[src/rtl/core/rpwd_pkg.sv]
// ----------------------------------------------------------------------------
// rpwd_pkg
// shared widths, codes and control types of the run-length palette decoder
// ----------------------------------------------------------------------------
package rpwd_pkg;

  localparam int PIX_W     = 16;
  localparam int CNT_W     = 20;
  localparam int LEN_W     = 13;
  localparam int COL_W     = 12;
  localparam int IDX_W     = 4;
  localparam int BYTE_W    = 8;
  localparam int RUN_W     = 5;
  localparam int PAL_DEPTH = 16;
  localparam int CFG_IDX_W = 2;
  localparam int CFG_W     = 20;
  localparam int IN_DATA_W = 32;

  localparam logic [LEN_W-1:0] MAX_ROW = LEN_W'(4096);
  localparam logic [RUN_W-1:0] RUN_MAX = RUN_W'(16);

  typedef enum logic [CFG_IDX_W-1:0] {
    REG_START_SKIP = 2'd0,
    REG_ROW_SKIP   = 2'd1,
    REG_ROW_LENGTH = 2'd2
  } cfg_reg_t;

  typedef enum logic {
    CMD_PALETTE = 1'b0,
    CMD_DATA    = 1'b1
  } cmd_t;

  typedef struct packed {
    logic load;
    logic step;
  } ctrl_cmd_t;

  typedef struct packed {
    logic rem_zero;
  } dp_stat_t;

  function automatic logic [LEN_W-1:0] eff_len(input logic [LEN_W-1:0] len);
    logic [LEN_W-1:0] res;
    if (len == '0) begin
      res = LEN_W'(1);
    end else if (len > MAX_ROW) begin
      res = MAX_ROW;
    end else begin
      res = len;
    end
    return res;
  endfunction

endpackage

[src/rtl/core/rle_palette_window_decoder.sv]
// ----------------------------------------------------------------------------
// rle_palette_window_decoder
// run-length 4-bit palette decoder with start and per-row window clipping
// a palette write is stored when accepted; a data byte loads the run counter
//   and colour register, then the stepper registers its first pixel when
//   nothing is skipped and the output slot is free; one request at a time,
//   the single pixel stepper gives one pixel or drops one skipped span per step
// sync active-low reset clears counters, config to defaults; palette is kept
// ----------------------------------------------------------------------------
module rle_palette_window_decoder (
  input  logic                           clk,
  input  logic                           rst_n,
  input  logic                           in_tvalid,
  output logic                           in_tready,
  input  logic [rpwd_pkg::IN_DATA_W-1:0] in_tdata,  // palette_index, palette_value, data_byte
  input  logic                           in_tuser,  // cmd
  output logic                           out_tvalid,
  input  logic                           out_tready,
  output logic [rpwd_pkg::PIX_W-1:0]     out_tdata, // pixel
  output logic                           out_tuser, // row_end
  output logic                           out_tlast,
  input  logic                           cfg_we,
  input  logic [rpwd_pkg::CFG_IDX_W-1:0] cfg_index,
  input  logic [rpwd_pkg::CFG_W-1:0]     cfg_wdata
);
  import rpwd_pkg::*;

  ctrl_cmd_t cmd;
  dp_stat_t  stat;

  rpwd_ctrl u_ctrl (
    .clk       (clk),
    .rst_n     (rst_n),
    .in_tvalid (in_tvalid),
    .in_cmd    (in_tuser),
    .in_tready (in_tready),
    .stat      (stat),
    .cmd       (cmd)
  );

  rpwd_dp u_dp (
    .clk              (clk),
    .rst_n            (rst_n),
    .cmd              (cmd),
    .stat             (stat),
    .in_cmd           (in_tuser),
    .in_palette_index (in_tdata[IDX_W-1:0]),
    .in_palette_value (in_tdata[IDX_W+PIX_W-1:IDX_W]),
    .in_data_byte     (in_tdata[IDX_W+PIX_W+BYTE_W-1:IDX_W+PIX_W]),
    .cfg_we           (cfg_we),
    .cfg_index        (cfg_index),
    .cfg_wdata        (cfg_wdata),
    .out_tvalid       (out_tvalid),
    .out_tready       (out_tready),
    .out_pixel        (out_tdata),
    .out_row_end      (out_tuser),
    .out_last         (out_tlast)
  );

endmodule

[src/rtl/core/rpwd_ctrl.sv]
// ----------------------------------------------------------------------------
// rpwd_ctrl
// sequencer: takes one request at a time and, for a data byte, steps the
// datapath until the run is used up
// ----------------------------------------------------------------------------
module rpwd_ctrl (
  input  logic                clk,
  input  logic                rst_n,
  input  logic                in_tvalid,
  input  logic                in_cmd,
  output logic                in_tready,
  input  rpwd_pkg::dp_stat_t  stat,
  output rpwd_pkg::ctrl_cmd_t cmd
);
  import rpwd_pkg::*;

  typedef enum logic {
    ST_IDLE,
    ST_RUN
  } state_t;

  state_t state_r;
  logic   accept;

  assign in_tready = (state_r == ST_IDLE);
  assign accept    = in_tvalid & in_tready;

  always_comb begin
    cmd      = '0;
    cmd.load = accept;
    cmd.step = (state_r == ST_RUN) & ~stat.rem_zero;
  end

  always_ff @(posedge clk) begin
    if (!rst_n) begin
      state_r <= ST_IDLE;
    end else begin
      case (state_r)
        ST_IDLE: begin
          if (accept && (in_cmd == CMD_DATA)) begin
            state_r <= ST_RUN;
          end
        end
        ST_RUN: begin
          if (stat.rem_zero) begin
            state_r <= ST_IDLE;
          end
        end
        default: state_r <= ST_IDLE;
      endcase
    end
  end

  a_load_idle: assert property (@(posedge clk) disable iff (!rst_n)
    cmd.load |-> state_r == ST_IDLE)
    else $error("load outside idle");

  a_data_run: assert property (@(posedge clk) disable iff (!rst_n)
    (cmd.load && in_cmd == CMD_DATA) |=> state_r == ST_RUN)
    else $error("data byte did not start a run");

  a_run_done: assert property (@(posedge clk) disable iff (!rst_n)
    (state_r == ST_RUN && stat.rem_zero) |=> state_r == ST_IDLE)
    else $error("run did not finish");

endmodule

[src/rtl/core/rpwd_dp.sv]
// ----------------------------------------------------------------------------
// rpwd_dp
// datapath: config registers, palette, skip, column and run counters, result
// register
// ----------------------------------------------------------------------------
module rpwd_dp (
  input  logic                             clk,
  input  logic                             rst_n,
  input  rpwd_pkg::ctrl_cmd_t              cmd,
  output rpwd_pkg::dp_stat_t               stat,
  input  logic                             in_cmd,
  input  logic [rpwd_pkg::IDX_W-1:0]       in_palette_index,
  input  logic [rpwd_pkg::PIX_W-1:0]       in_palette_value,
  input  logic [rpwd_pkg::BYTE_W-1:0]      in_data_byte,
  input  logic                             cfg_we,
  input  logic [rpwd_pkg::CFG_IDX_W-1:0]   cfg_index,
  input  logic [rpwd_pkg::CFG_W-1:0]       cfg_wdata,
  output logic                             out_tvalid,
  input  logic                             out_tready,
  output logic [rpwd_pkg::PIX_W-1:0]       out_pixel,
  output logic                             out_row_end,
  output logic                             out_last
);
  import rpwd_pkg::*;

  logic [CNT_W-1:0] start_skip_r;
  logic [CNT_W-1:0] row_skip_r;
  logic [LEN_W-1:0] row_length_r;

  logic [PIX_W-1:0] palette_mem [PAL_DEPTH];
  logic [PIX_W-1:0] color_r;

  logic [CNT_W-1:0] skip_left_r, skip_left_nxt;
  logic [COL_W-1:0] column_r, column_nxt;
  logic [RUN_W-1:0] remaining_r, remaining_nxt;
  logic             begun_r, begun_nxt;

  logic             out_valid_r, out_valid_nxt;
  logic [PIX_W-1:0] pixel_r;
  logic             row_end_r, row_end_nxt;
  logic             last_r, last_nxt;

  logic             slot_free;
  logic             emit;
  logic [CNT_W-1:0] rem_ext;
  logic [LEN_W-1:0] col_inc;
  logic             row_done;
  logic [RUN_W-1:0] rem_dec;
  logic [CNT_W-1:0] skip_after;

  // config registers
  always_ff @(posedge clk) begin
    if (!rst_n) begin
      start_skip_r <= '0;
      row_skip_r   <= '0;
      row_length_r <= LEN_W'(1);
    end else if (cfg_we) begin
      case (cfg_index)
        REG_START_SKIP: start_skip_r <= cfg_wdata;
        REG_ROW_SKIP:   row_skip_r   <= cfg_wdata;
        REG_ROW_LENGTH: row_length_r <= cfg_wdata[LEN_W-1:0];
        default: ;
      endcase
    end
  end

  // palette
  always_ff @(posedge clk) begin
    if (cmd.load && (in_cmd == CMD_PALETTE)) begin
      palette_mem[in_palette_index] <= in_palette_value;
    end
  end

  always_ff @(posedge clk) begin
    if (cmd.load && (in_cmd == CMD_DATA)) begin
      color_r <= palette_mem[in_data_byte[IDX_W-1:0]];
    end
  end

  assign slot_free = ~out_valid_r | out_tready;
  assign rem_ext   = CNT_W'(remaining_r);
  assign emit      = cmd.step & (skip_left_r == '0) & slot_free;
  assign col_inc   = LEN_W'(column_r) + LEN_W'(1);
  assign row_done  = col_inc >= eff_len(row_length_r);
  assign rem_dec   = remaining_r - RUN_W'(1);
  assign skip_after = row_done ? row_skip_r : '0;

  always_comb begin
    skip_left_nxt = skip_left_r;
    column_nxt    = column_r;
    remaining_nxt = remaining_r;
    begun_nxt     = begun_r;
    out_valid_nxt = out_valid_r & ~out_tready;
    row_end_nxt   = row_end_r;
    last_nxt      = last_r;

    if (cmd.load && (in_cmd == CMD_DATA)) begin
      remaining_nxt = RUN_W'(in_data_byte[BYTE_W-1:IDX_W]) + RUN_W'(1);
      begun_nxt     = 1'b1;
      if (!begun_r) begin
        skip_left_nxt = start_skip_r;
      end
    end else if (cmd.step && (skip_left_r != '0)) begin
      // drop as much of the run as the skip allows in one go
      if (skip_left_r >= rem_ext) begin
        skip_left_nxt = skip_left_r - rem_ext;
        remaining_nxt = '0;
      end else begin
        remaining_nxt = remaining_r - skip_left_r[RUN_W-1:0];
        skip_left_nxt = '0;
      end
    end else if (emit) begin
      remaining_nxt = rem_dec;
      skip_left_nxt = skip_after;
      column_nxt    = row_done ? '0 : col_inc[COL_W-1:0];
      out_valid_nxt = 1'b1;
      row_end_nxt   = row_done;
      last_nxt      = CNT_W'(rem_dec) <= skip_after;
    end
  end

  always_ff @(posedge clk) begin
    if (!rst_n) begin
      skip_left_r <= '0;
      column_r    <= '0;
      remaining_r <= '0;
      begun_r     <= 1'b0;
      out_valid_r <= 1'b0;
    end else begin
      skip_left_r <= skip_left_nxt;
      column_r    <= column_nxt;
      remaining_r <= remaining_nxt;
      begun_r     <= begun_nxt;
      out_valid_r <= out_valid_nxt;
    end
  end

  always_ff @(posedge clk) begin
    row_end_r <= row_end_nxt;
    last_r    <= last_nxt;
    if (emit) begin
      pixel_r <= color_r;
    end
  end

  assign stat.rem_zero = (remaining_r == '0);
  assign out_tvalid    = out_valid_r;
  assign out_pixel     = pixel_r;
  assign out_row_end   = row_end_r;
  assign out_last      = last_r;

  a_run_bound: assert property (@(posedge clk) disable iff (!rst_n)
    remaining_r <= RUN_MAX)
    else $error("run counter out of range");

  a_load_run: assert property (@(posedge clk) disable iff (!rst_n)
    (cmd.load && in_cmd == CMD_DATA) |=> remaining_r != '0)
    else $error("data byte loaded an empty run");

  a_row_skip: assert property (@(posedge clk) disable iff (!rst_n)
    (emit && row_done) |=> (skip_left_r == $past(row_skip_r)) && (column_r == '0))
    else $error("row end did not reload the skip");

endmodule

[config.mk]
export PLATFORM = sky130hd
export DESIGN_NAME = rle_palette_window_decoder
export DESIGN_NICKNAME = d
export VERILOG_FILES = /design/src/rtl/core/rpwd_pkg.sv /design/src/rtl/core/rle_palette_window_decoder.sv /design/src/rtl/core/rpwd_ctrl.sv /design/src/rtl/core/rpwd_dp.sv
export SDC_FILE = /design/constraint.sdc
export NUM_CORES = 1
export LEC_CHECK = 0
export BUFFER_PORTS_ARGS = -buffer_cell sky130_fd_sc_hd__buf_2
export CORE_ASPECT_RATIO = 0.7
export CORE_MARGIN = 8
export CORE_UTILIZATION = 41
export CTS_CLUSTER_SIZE = 14
export DETAILED_ROUTE_END_ITERATION = 10
export GPL_ROUTABILITY_DRIVEN = 0
export PLACE_DENSITY = 0.58
export SYNTH_ARGS = -nofsm -noshare
export SYNTH_HDL_FRONTEND = slang
export SYNTH_SLANG_ARGS = --single-unit
[constraint.sdc]
create_clock -name clk -period 10.6 [get_ports clk]
set_clock_uncertainty 0.15 [all_clocks]
set_input_delay 1.59 -clock clk [delete_from_list [all_inputs] [get_ports clk]]
set_output_delay 1.59 -clock clk [all_outputs]
set_load 0.05 [all_outputs]
==> run metrics <==
post-cts resize count=0; Iter 0 DRT Violations=between 800 and 900; Crit path top cell by count=and3_1; max-slew violations=0; layout cells sized above 1=a little over a fifth; vias per inst=between 5 and 6; first-pass GRT wire length=58400 um; sequential share of power=49.2%; peak per-stage delay on the critical path=0.35 ns; sequential fraction of the synthesis area=between 60 and 70%; synthesized instance count=1095; setup_tns=0 ns; fillcell total=~3300; sw power=~0.00080 W; Clock Pin Slew Worst Setup and Hold Paths=~0.060 ns; WS Path Type=reg -> reg; Worst Hold Class=reg -> reg; CTS tree=yes; Layout Nets=about 1300; Die Span Y=roughly 180 um; worst-path cell with the longest stage delay=dfxtp_1; ys async rst share=0%; CP Data Required Time=10.73 ns; Worst-Margin Slew=1.03 ns; Top FF cell, synth=edfxtp_1; Final ANT Viol Nets=0; vias in the first global route=9437; die area=45900 um2; Cell Area, Synth=16100 um2; Max Cap Viol=0; Synth area leaders=edfxtp_1 (54%), dfxtp_1 (12%), mux4_2 (11%), nand2_1 (3.5%), a21boi_0 (2.5%); syn_nets=~1200; crit path cell chain=ha_1, and3_1, and3_1, and3_1, and3_1, and3_1, ha_1, nand4_1, o41ai_2, buf_4, nand2_1, ha_1, nor2b_1, o21a_1, o21ai_0, nand2b_1, a21oi_1, a221o_1; Worst slew margin=31.0%; Layout Cells excl Fill=between 1500 and 2000; Clock power frac=between 40% and 50%; final core occ=47.7%; initial antenna violation count=4; I/O Pins=80; worst vdd ir=around 100 uV; Post-synth EDFFs=290; LEAKAGE=6.20 nW; # DRC=0; GRT Residual Overflow=0; power per cell area=183 nW/um2; root buf cell=clkbuf_16; logic gate share of total power=10.2%; RSZ-0062 raised after global routing=no; I/O Buffers=75; Critical Path AT=4.50 ns; clk buf depth=3; postcts setup bufs=0; Setup-failing EPs final=0; Cell Int Power=0.00257 W; Fin. Hold Viols=0; syn avg cell area=~15 um2; Cell variety after synth=60; final period utilization=41.2%; crit path launch type=register; Placed Instances=1663; Starting Density=a little over two fifths; area leader, netlist=edfxtp_1; fin crit period=around 4.4 ns; crit path max fanout=20; status=finished clean; Critical Path End Type=register; GRT Overall Usage=16.5%; CTS Hold Buffers Added=0; area delta synth->final=14.4%; clk_lat worst skew=approximately 0.53 ns; Synth top area share=54.1%; routed len/inst=22.0 um; Yosys reg bits=383; upper clock frequency limit=229 MHz; aggregate routed wire length=38100 um; Chip Width=roughly 250 um; CTS H-tree lvls=2; HPWL after detailed placement=23900 um; drt pass-1 iters=4; clock sinks=383; switching share of power=23.8%; maximum number of pins on one net before global-route repair=87; via count=approximately 9500; core area=~39000 um2; row cnt=60; CTS Buf Count=39; Ys Warns=0
routing by layer:
| metal | vias up | GRT usage [%] | part of all wire, % |
|---|---|---|---|
| met5 | - | 0 | 0 |
| met3 | 63 | 3.04 | 5.4 |
| met1 | 4791 | 24.5 | 48 |
| li1 | 4378 | - | - |
| met2 | 228 | 24.3 | 44 |
| met4 | 0 | 4.89 | 2.4 |
power groups by stage:
stage               logic, W  clock network (W)  registers, W
floorplan           0.000236                  0       0.00170
global placement    0.000341                  0       0.00169
detailed placement  0.000344                  0       0.00169
CTS                 0.000346            0.00140       0.00166
global route        0.000381            0.00145       0.00166
finish              0.000345            0.00137       0.00166
path summary, 6_finish.rpt:
path / start / slack [ns] / depth (start not counted) / endpoint
worst max register to register: u_dp.column_r[0]$_SDFFE_PN0P_ / 6.23 / 18 / u_dp.out_last$_DFFE_PP_
worst min-delay path: u_dp.color_r[7]$_DFFE_PP_ / 0.27 / 0 / u_dp.out_pixel[7]$_DFFE_PP_
worst max-delay path: u_dp.column_r[0]$_SDFFE_PN0P_ / 6.23 / 18 / u_dp.out_last$_DFFE_PP_
worst min register to register: u_dp.color_r[7]$_DFFE_PP_ / 0.27 / 0 / u_dp.out_pixel[7]$_DFFE_PP_
final cells by class:
| type | count | area (um2) | share of cell area (%) |
|---|---|---|---|
| Sequential cell | 383 | 10600 | 57.4 |
| Clock buffer | 48 | 1040 | 5.66 |
| Multi-Input combinational cell | 630 | 5250 | 28.5 |
| Timing Repair Buffer | 100 | 566 | 3.07 |
| Antenna cell | 2 | 5.00 | 0.0272 |
| Inverter | 23 | 86.3 | 0.469 |
| Clock inverter | 22 | 223 | 1.21 |
| Tap cell | 527 | 659 | 3.58 |
kinds of logic (layout without fill, tap and decap cells):
| logic type | Yosys count | in the layout | share of synthesized area [%] |
|---|---|---|---|
| other | 0 | 2 | 0 |
| AND/OR/NAND/NOR | 290 | 290 | 8.37 |
| AO/OA/AOI/OAI | 199 | 199 | 8.52 |
| buffers and inverters | 82 | 193 | 2.06 |
| XOR/XNOR | 29 | 29 | 1.58 |
| adder cells (fa/ha/maj) | 32 | 32 | 2.58 |
| multiplexers | 80 | 80 | 11.2 |
| flip-flops | 383 | 383 | 65.7 |
Yosys cell counts, types with 3 or more instances:
library cell and instances:
buf_1 9, nor2b_1 6, or4_1 6, nand3b_1 12, xnor2_1 12, nor2_1 37, nand4_1 4, a21o_1 6
mux4_2 80, and3_1 9, nand2b_1 5, clkbuf_1 40, dfxtp_1 93, inv_1 23, edfxtp_1 290, o21ai_0 43
a31oi_1 7, a21oi_1 19, o31ai_1 3, o22ai_1 4, a22oi_1 8, nand3_1 14, o21a_1 6, or3_1 4
nand2_1 150, a32oi_1 5, nor3b_1 3, buf_2 7, nor4_1 8, a21boi_0 53, xor2_1 17, nor3_1 19
a221oi_1 11, and2_1 4, o21ai_1 8, ha_1 30, a21boi_1 10
flip-flops by register name, indices dropped and copies added, names as in the netlist:
| register | cells |
|---|---|
| u_ctrl.state_r | 1 |
| u_dp.out_row_end | 1 |
| u_dp.palette_mem | 256 |
| u_dp.remaining_r | 5 |
| u_dp.column_r | 12 |
| u_dp.skip_left_r | 20 |
| u_dp.out_last | 1 |
| u_dp.begun_r | 1 |
| u_dp.row_skip_r | 20 |
| u_dp.row_length_r | 13 |
| u_dp.out_pixel | 16 |
| u_dp.start_skip_r | 20 |
| u_dp.out_tvalid | 1 |
| u_dp.color_r | 16 |
critical path, delay by kind of cell (launching register included):
family,cells,cell delay [ns]
buf+inv,1,0.30
compound gates,5,0.84
fa+ha+maj,3,0.87
simple gates,9,1.60
flops,1,0.35
per-stage QoR:
step	hold slack [ns]	power [W]	area (um2)	setup WS, ns
2_1_floorplan	0.250	0.00193	16100	6.21
3_3_place_gp	0.251	0.00203	17100	6.09
3_5_place_dp	0.255	0.00204	17100	6.10
4_1_cts	0.268	0.00341	18400	6.22
5_1_grt	0.271	0.00350	18400	5.84
6_report	0.267	0.00337	18400	6.23
layout by cell type (no fill, tap or decap), types with 7 or more instances in the layout:
master | Yosys | final
a21boi_0 | 53 | 53
a21boi_1 | 10 | 10
a21oi_1 | 19 | 19
a221oi_1 | 11 | 11
a22oi_1 | 8 | 8
a31oi_1 | 7 | 7
and3_1 | 9 | 9
buf_2 | 7 | 74
buf_4 | 2 | 26
clkbuf_16 | 0 | 40
clkinv_1 | 0 | 8
dfxtp_1 | 93 | 93
edfxtp_1 | 290 | 290
ha_1 | 30 | 30
inv_1 | 23 | 23
mux4_2 | 80 | 80
nand2_1 | 150 | 150
nand3_1 | 14 | 14
nand3b_1 | 12 | 12
nor2_1 | 37 | 25
nor2_2 | 1 | 13
nor3_1 | 19 | 15
nor4_1 | 8 | 8
o21ai_0 | 43 | 43
o21ai_1 | 8 | 8
xnor2_1 | 12 | 12
xor2_1 | 17 | 17
Power figures use the tool's default switching activity.
